$ cat src/swcp_pkg.sv
// Package for the square wave channel pair unit.
// Holds item codes, register offsets, duty patterns and the length load table.
// No dependencies.
`default_nettype none

package swcp_pkg;

    // Default number of tone channels.
    localparam int CHANNELS_DEFAULT = 2;

    // Item kinds carried on the func field.
    localparam logic [1:0] FUNC_WRITE = 2'd0;
    localparam logic [1:0] FUNC_TIMER = 2'd1;
    localparam logic [1:0] FUNC_FRAME = 2'd2;

    // Shared register offsets.
    localparam logic [4:0] ADDR_ENABLE = 5'h15;
    localparam logic [4:0] ADDR_FRAME  = 5'h17;

    // Offsets within one channel's register group.
    localparam logic [1:0] SUB_CONTROL = 2'd0;
    localparam logic [1:0] SUB_PERIOD_LO = 2'd2;
    localparam logic [1:0] SUB_PERIOD_HI = 2'd3;

    // Eight-step duty patterns, bit n is the output for step n.
    localparam logic [7:0] DUTY_PATTERNS [4] = '{8'h40, 8'h60, 8'h78, 8'h9F};

    // Length counter load values.
    localparam logic [7:0] LENGTH_TABLE [32] = '{
        8'd10, 8'd254, 8'd20, 8'd2, 8'd40, 8'd4, 8'd80, 8'd6,
        8'd160, 8'd8, 8'd60, 8'd10, 8'd14, 8'd12, 8'd26, 8'd14,
        8'd12, 8'd16, 8'd24, 8'd18, 8'd48, 8'd20, 8'd96, 8'd22,
        8'd192, 8'd24, 8'd72, 8'd26, 8'd16, 8'd28, 8'd32, 8'd30
    };

endpackage

`default_nettype wire

$ cat src/square_wave_channel_pair_unit.sv
// Square wave channel pair unit: tone channels, frame sequencer, level output.
// Depends on swcp_pkg for item codes, register offsets and tables.
//
// Usage: each input item on the s_ channel is a register write, a channel
// timer tick or a frame sequencer tick. Every accepted item yields exactly one
// result item on the m_ channel with the first two channel levels and their sum.
// Latency: the result is valid in the cycle after the item is accepted.
// Throughput: one item per cycle while the receiver does not stall. The channel
// state is updated by one level of combinational logic at the accept edge and
// the result lands in an output register in the same edge.
// When the receiver stalls, the output register holds its result and s_ready
// stays high only if that result is taken in the same cycle.
// Reset (aresetn low, synchronous) clears all channel and sequencer state,
// selects four step frame mode and empties the output register.
`default_nettype none

module square_wave_channel_pair_unit #(
    parameter int CHANNELS = swcp_pkg::CHANNELS_DEFAULT
) (
    input  wire logic       aclk,
    input  wire logic       aresetn,
    input  wire logic       s_valid,
    output logic            s_ready,
    input  wire logic [1:0] s_func,
    input  wire logic [4:0] s_reg_addr,
    input  wire logic [7:0] s_reg_value,
    output logic            m_valid,
    input  wire logic       m_ready,
    output logic [3:0]      m_level_one,
    output logic [3:0]      m_level_two,
    output logic [4:0]      m_mix_sum
);

    // Channel state.
    logic [10:0] period_reg [CHANNELS];
    logic [10:0] period_next [CHANNELS];
    logic [10:0] timer_reg [CHANNELS];
    logic [10:0] timer_next [CHANNELS];
    logic [2:0]  step_reg [CHANNELS];
    logic [2:0]  step_next [CHANNELS];
    logic [1:0]  duty_reg [CHANNELS];
    logic [1:0]  duty_next [CHANNELS];
    logic [3:0]  volume_reg [CHANNELS];
    logic [3:0]  volume_next [CHANNELS];
    logic        len_en_reg [CHANNELS];
    logic        len_en_next [CHANNELS];
    logic        ch_en_reg [CHANNELS];
    logic        ch_en_next [CHANNELS];
    logic [7:0]  len_count_reg [CHANNELS];
    logic [7:0]  len_count_next [CHANNELS];
    logic [3:0]  held_reg [CHANNELS];
    logic [3:0]  held_next [CHANNELS];

    // Frame sequencer state.
    logic       frame_mode_reg;
    logic       frame_mode_next;
    logic [2:0] frame_step_reg;
    logic [2:0] frame_step_next;

    // Output register.
    logic       m_valid_reg;
    logic [3:0] level_one_reg;
    logic [3:0] level_two_reg;
    logic [4:0] mix_sum_reg;

    logic       accept;
    logic [2:0] frame_last;
    logic [2:0] frame_pos;
    logic       clock_len;
    logic [3:0] level_one_c;
    logic [3:0] level_two_c;

    assign s_ready = !m_valid_reg || m_ready;
    assign accept  = s_valid && s_ready;

    // Frame sequencer step decode.
    always_comb begin
        frame_last = frame_mode_reg ? 3'd4 : 3'd3;
        frame_pos  = (frame_step_reg > frame_last) ? frame_last : frame_step_reg;
        if (frame_mode_reg) begin
            clock_len = (frame_pos == 3'd0) || (frame_pos == 3'd2);
        end else begin
            clock_len = (frame_pos == 3'd1) || (frame_pos == 3'd3);
        end
    end

    // Next state for one item, followed by the level gating.
    always_comb begin
        frame_mode_next = frame_mode_reg;
        frame_step_next = frame_step_reg;
        for (int c = 0; c < CHANNELS; c++) begin
            period_next[c]    = period_reg[c];
            timer_next[c]     = timer_reg[c];
            step_next[c]      = step_reg[c];
            duty_next[c]      = duty_reg[c];
            volume_next[c]    = volume_reg[c];
            len_en_next[c]    = len_en_reg[c];
            ch_en_next[c]     = ch_en_reg[c];
            len_count_next[c] = len_count_reg[c];
            held_next[c]      = held_reg[c];
        end

        if (accept) begin
            case (s_func)
                swcp_pkg::FUNC_WRITE: begin
                    if (s_reg_addr == swcp_pkg::ADDR_ENABLE) begin
                        for (int c = 0; c < CHANNELS; c++) begin
                            ch_en_next[c] = s_reg_value[c];
                        end
                    end else if (s_reg_addr == swcp_pkg::ADDR_FRAME) begin
                        frame_mode_next = s_reg_value[7];
                        frame_step_next = 3'd0;
                    end else begin
                        for (int c = 0; c < CHANNELS; c++) begin
                            if (s_reg_addr[4:2] == 3'(c)) begin
                                case (s_reg_addr[1:0])
                                    swcp_pkg::SUB_CONTROL: begin
                                        duty_next[c]   = s_reg_value[7:6];
                                        len_en_next[c] = s_reg_value[5];
                                        volume_next[c] = s_reg_value[4] ?
                                                         s_reg_value[3:0] : 4'd0;
                                    end
                                    swcp_pkg::SUB_PERIOD_LO: begin
                                        period_next[c] = {period_reg[c][10:8],
                                                          s_reg_value};
                                        timer_next[c]  = period_next[c];
                                    end
                                    swcp_pkg::SUB_PERIOD_HI: begin
                                        period_next[c] = {s_reg_value[2:0],
                                                          period_reg[c][7:0]};
                                        timer_next[c]  = period_next[c];
                                        if (len_en_reg[c]) begin
                                            len_count_next[c] =
                                                swcp_pkg::LENGTH_TABLE[s_reg_value[7:3]];
                                        end
                                        step_next[c] = 3'd0;
                                    end
                                    default: ;
                                endcase
                            end
                        end
                    end
                end
                swcp_pkg::FUNC_TIMER: begin
                    for (int c = 0; c < CHANNELS; c++) begin
                        if (len_en_reg[c]) begin
                            if (timer_reg[c] <= 11'd1) begin
                                timer_next[c] = period_reg[c];
                                held_next[c]  =
                                    swcp_pkg::DUTY_PATTERNS[duty_reg[c]][step_reg[c]] ?
                                    volume_reg[c] : 4'd0;
                                step_next[c]  = step_reg[c] + 3'd1;
                            end else begin
                                timer_next[c] = timer_reg[c] - 11'd1;
                            end
                        end
                    end
                end
                swcp_pkg::FUNC_FRAME: begin
                    if (clock_len) begin
                        for (int c = 0; c < CHANNELS; c++) begin
                            if (ch_en_reg[c] && (len_count_reg[c] != 8'd0)) begin
                                len_count_next[c] = len_count_reg[c] - 8'd1;
                            end
                        end
                    end
                    frame_step_next = (frame_pos >= frame_last) ? 3'd0 :
                                      frame_pos + 3'd1;
                end
                default: ;
            endcase
        end

        // Silence a channel that is disabled, expired or has a stopped timer.
        for (int c = 0; c < CHANNELS; c++) begin
            if (!len_en_next[c] || !ch_en_next[c] ||
                (len_count_next[c] == 8'd0) || (timer_next[c] == 11'd0)) begin
                held_next[c] = 4'd0;
            end
        end
    end

    // Pick the reported levels; a missing second channel reads as zero.
    always_comb begin
        level_one_c = held_next[0];
        level_two_c = 4'd0;
        for (int c = 1; c < CHANNELS; c++) begin
            if (c == 1) begin
                level_two_c = held_next[c];
            end
        end
    end

    // State registers.
    always_ff @(posedge aclk) begin
        if (!aresetn) begin
            frame_mode_reg <= 1'b0;
            frame_step_reg <= 3'd0;
            for (int c = 0; c < CHANNELS; c++) begin
                period_reg[c]    <= '0;
                timer_reg[c]     <= '0;
                step_reg[c]      <= '0;
                duty_reg[c]      <= '0;
                volume_reg[c]    <= '0;
                len_en_reg[c]    <= 1'b0;
                ch_en_reg[c]     <= 1'b0;
                len_count_reg[c] <= '0;
                held_reg[c]      <= '0;
            end
        end else begin
            frame_mode_reg <= frame_mode_next;
            frame_step_reg <= frame_step_next;
            for (int c = 0; c < CHANNELS; c++) begin
                period_reg[c]    <= period_next[c];
                timer_reg[c]     <= timer_next[c];
                step_reg[c]      <= step_next[c];
                duty_reg[c]      <= duty_next[c];
                volume_reg[c]    <= volume_next[c];
                len_en_reg[c]    <= len_en_next[c];
                ch_en_reg[c]     <= ch_en_next[c];
                len_count_reg[c] <= len_count_next[c];
                held_reg[c]      <= held_next[c];
            end
        end
    end

    // Output register valid flag.
    always_ff @(posedge aclk) begin
        if (!aresetn) begin
            m_valid_reg <= 1'b0;
        end else if (accept) begin
            m_valid_reg <= 1'b1;
        end else if (m_ready) begin
            m_valid_reg <= 1'b0;
        end
    end

    // Output register payload.
    always_ff @(posedge aclk) begin
        if (accept) begin
            level_one_reg <= level_one_c;
            level_two_reg <= level_two_c;
            mix_sum_reg   <= {1'b0, level_one_c} + {1'b0, level_two_c};
        end
    end

    assign m_valid     = m_valid_reg;
    assign m_level_one = level_one_reg;
    assign m_level_two = level_two_reg;
    assign m_mix_sum   = mix_sum_reg;

endmodule

`default_nettype wire
$ cat config.mk
export PLATFORM = sky130hd
export DESIGN_NAME = square_wave_channel_pair_unit
export DESIGN_NICKNAME = d
export VERILOG_FILES = /design/src/swcp_pkg.sv /design/src/square_wave_channel_pair_unit.sv
export SDC_FILE = /design/constraint.sdc
export NUM_CORES = 1
export LEC_CHECK = 0
export ABC_AREA = 1
export BUFFER_PORTS_ARGS = -buffer_cell sky130_fd_sc_hd__buf_2
export CORE_MARGIN = 8
export CORE_UTILIZATION = 25
export CTS_CLUSTER_SIZE = 28
export DETAILED_ROUTE_END_ITERATION = 10
export HOLD_SLACK_MARGIN = 0.1
export SLEW_MARGIN = 10
export SYNTH_ARGS = -nofsm -noshare
export SYNTH_HDL_FRONTEND = slang
export SYNTH_SLANG_ARGS = --single-unit
$ cat constraint.sdc
create_clock -name aclk -period 8.86 [get_ports aclk]
set_input_delay 0.443 -clock aclk [delete_from_list [all_inputs] [get_ports aclk]]
set_output_delay 0.443 -clock aclk [all_outputs]
set_load 0.01 [all_outputs]
==> flow_metrics.py <==
metrics = {
    "global_route": {
        "grt_pass1_vias": 7441,
        "grt_first_pass_wirelength_um": 38300,
        "grt_overflow": 0,
        "grt_usage_pct": 12.8,
        "antenna_found_initial": 0,
        "grt_max_degree": 39,
    },
    "clock_network": {
        "cts_tree": "built",
        "clk_path_buf_depth": 2,
        "cts_resized": 0,
        "cts_max_level": 3,
        "cts_setup_buffers": 0,
        "clock_latency_ns": 0.36,
        "clk_pin_slew_ns": 0.08,
        "postCtsHoldBufs": 0,
        "root_buffer": "clkbuf_16",
        "numClockSinks": 108,
        "cts_buffers": 9,
    },
    "synthesis": {
        "ys_warn_count": 0,
        "synth-edff-count": 13,
        "synthCells": 1230,
        "syn_avg_cell_area_um2": 6.33,
        "ys_seq_elements": 108,
        "synthArstFlopShare_pct": 0,
        "synth.distinct_cells": 46,
        "synth_flop_cell": "dfxtp_1",
        "synth_fp_nets": 1282,
        "synth_area_um2": 7790,
        "yosysSeqAreaShare_pct": 29.4,
    },
    "sta": {
        "fin_skew_ns": 0.0115,
        "fmax_mhz": 219,
        "fin_crit_sh_pct": 51.5,
        "finalWorstSetupSlack_ns": 4.30,
        "rsz0062_at_grt": "no",
        "setup_violations": 0,
        "fin_crit_ns": 4.56,
        "finalSetupTns_ns": 0,
        "slew_headroom_pct": 41.3,
        "hold_viol": 0,
        "tightest_slew_ns": 0.879,
        "drv_slew": 0,
    },
    "floorplanning": {
        "initial_utilization_pct": 25.4,
        "die_w_um": 193,
        "num_io_pins": 34,
        "fp.dieH_um": 193,
        "die-area_um2": 37100,
        "placementRows": 64,
        "core_area_um2": 30700,
    },
    "worst_setup_path": {
        "crit_path_frequent_cell": "nand2_1",
        "cp.arrival_ns": 4.67,
        "startpoint_type": "register",
        "criticalPathCategory": "register to register",
        "path_max_fanout": 11,
        "cpMaxStageDelayCell": "nor2_1",
        "worst_ep_required_time_ns": 8.97,
        "crit_path_max_incr_delay_ns": 0.54,
        "cp-end-kind": "register",
    },
    "layout": {
        "final_cell_mix": "nand2_1, inv_1, nor2_1",
        "drive_gt1_share_pct": 9.50,
        "area_growth_syn_to_layout_pct": 9.96,
        "layout_commonest_cell": "nand2_1",
        "fillers": 3430,
        "nNetsFinal": 1289,
    },
    "drt": {
        "drcViolationCount": 0,
        "drtIter0Drc": 841,
        "dr_total_vias": 7974,
        "viasPerCell": 4.86,
        "ant_nets": 0,
        "wl_um": 23900,
        "firstDrtPassIters": 5,
        "wire_per_inst_um": 14.6,
    },
    "power_and_ir_drop": {
        "pwr-share-clk_pct": 37.1,
        "peakVddDrop_mv": 0.0977,
        "cellLeakagePower_nw": 3.94,
        "power_density_nw_per_um2": 131,
        "pwr-share-seq_pct": 45.4,
        "p_sw_mw": 0.363,
        "sw_frac_of_total_pct": 32.3,
        "internal_power_mw": 0.763,
        "p_comb_share_pct": 17.5,
    },
    "status": {
        "outcome": "finished clean",
    },
    "placement": {
        "gp_congestion": 0.864,
        "pre_cts_slack_ns": 4.34,
        "dpl.hpwl_um": 17700,
        "portBuffers": 33,
    },
    "flow_run": {
        "drv_cap": 0,
    },
    "worst_hold_path": {
        "hold_path.class": "input port to register",
    },
}
## cell usage after synthesis, drive strengths merged (3+ instances only)
cell | n | area share [%]
nand2 | 338 | 17
inv | 155 | 7.5
nor2 | 152 | 8.4
a21oi | 114 | 7.4
nand3 | 100 | 7.1
dfxtp | 95 | 24
o21ai | 94 | 6.0
ha | 32 | 5.1
buf | 23 | 1.8
nand4 | 18 | 1.7
clkbuf | 16 | 0.77
o22ai | 14 | 1.1
a21boi | 13 | 1.3
edfxtp | 13 | 5.0
nor3 | 9 | 0.77
xor2 | 9 | 1.0
a22oi | 8 | 0.84
o211ai | 6 | 0.58
a211oi | 4 | 0.39
o21a | 3 | 0.29
## layout make-up
type / count / area, um2 / area share, %
Clock buffer: 10 / 239 / 2.79
Timing Repair Buffer: 35 / 180 / 2.10
Tap cell: 396 / 495 / 5.78
Multi-Input combinational cell: 927 / 4710 / 55.0
Clock inverter: 6 / 55.1 / 0.643
Sequential cell: 108 / 2290 / 26.8
Inverter: 156 / 586 / 6.84
Antenna cell: 2 / 5.00 / 0.0584
## path summary, 6_finish.rpt
| kind | start | endpoint | slack [ns] | cells past startpoint |
|---|---|---|---|---|
| max | frame_mode_reg | m_mix_sum[2] | 4.30 | 28 |
| min | m_ready | m_valid | 0.39 | 4 |
| max reg2reg | frame_mode_reg | m_mix_sum[2] | 4.30 | 28 |
| min reg2reg | frame_step_reg[0] | frame_step_reg[0] | 0.47 | 2 |
## cell families (layout without fill, tap and decap cells)
logic type | after synthesis | after routing | synth area share [%]
buf+inv | 195 | 207 | 10.1
fa+ha+maj | 33 | 33 | 5.40
xor+xnor | 11 | 11 | 1.24
simple gates | 621 | 621 | 35.4
other cells | 0 | 2 | 0
flops | 108 | 108 | 29.4
compound gates | 262 | 262 | 18.5
## routing by layer
layer / track usage, % / routed length [um]
met1: 17.1 / 11000
met2: 20.5 / 10800
met3: 2.44 / 1690
met4: 4.29 / 427
met5: 0 / 0
## stage by stage
| step | util [%] | total power, mW | cells | hold slack (ns) | instance area (um2) |
|---|---|---|---|---|---|
| after global routing | 27.9 | 1.18 | 1638 | 0.389 | 8560 |
| after floorplan | - | 0.664 | 1230 | 0.437 | 7790 |
| after detailed placement | 27.0 | 0.718 | 1622 | 0.456 | 8270 |
| after CTS | 27.9 | 1.13 | 1638 | 0.383 | 8560 |
| final | 27.9 | 1.13 | 1640 | 0.393 | 8570 |
| after global placement | 27.0 | 0.716 | 1622 | 0.454 | 8270 |
## power by group through the flow
stage / Clock, mW / Combinational [mW] / Sequential, mW
after CTS: 0.427 / 0.195 / 0.512
after floorplan: 0 / 0.141 / 0.523
final: 0.418 / 0.197 / 0.512
after detailed placement: 0 / 0.195 / 0.523
after global placement: 0 / 0.193 / 0.523
after global routing: 0.449 / 0.218 / 0.513
## critical path: cells and delay by family, from the launching register on
kind	cells	cell delay (ns)
compound gates	3	0.37
xor+xnor	1	0.14
fa+ha+maj	4	1.04
buf+inv	5	0.43
flops	1	0.50
simple gates	15	1.87
Power figures use the tool's default switching activity.
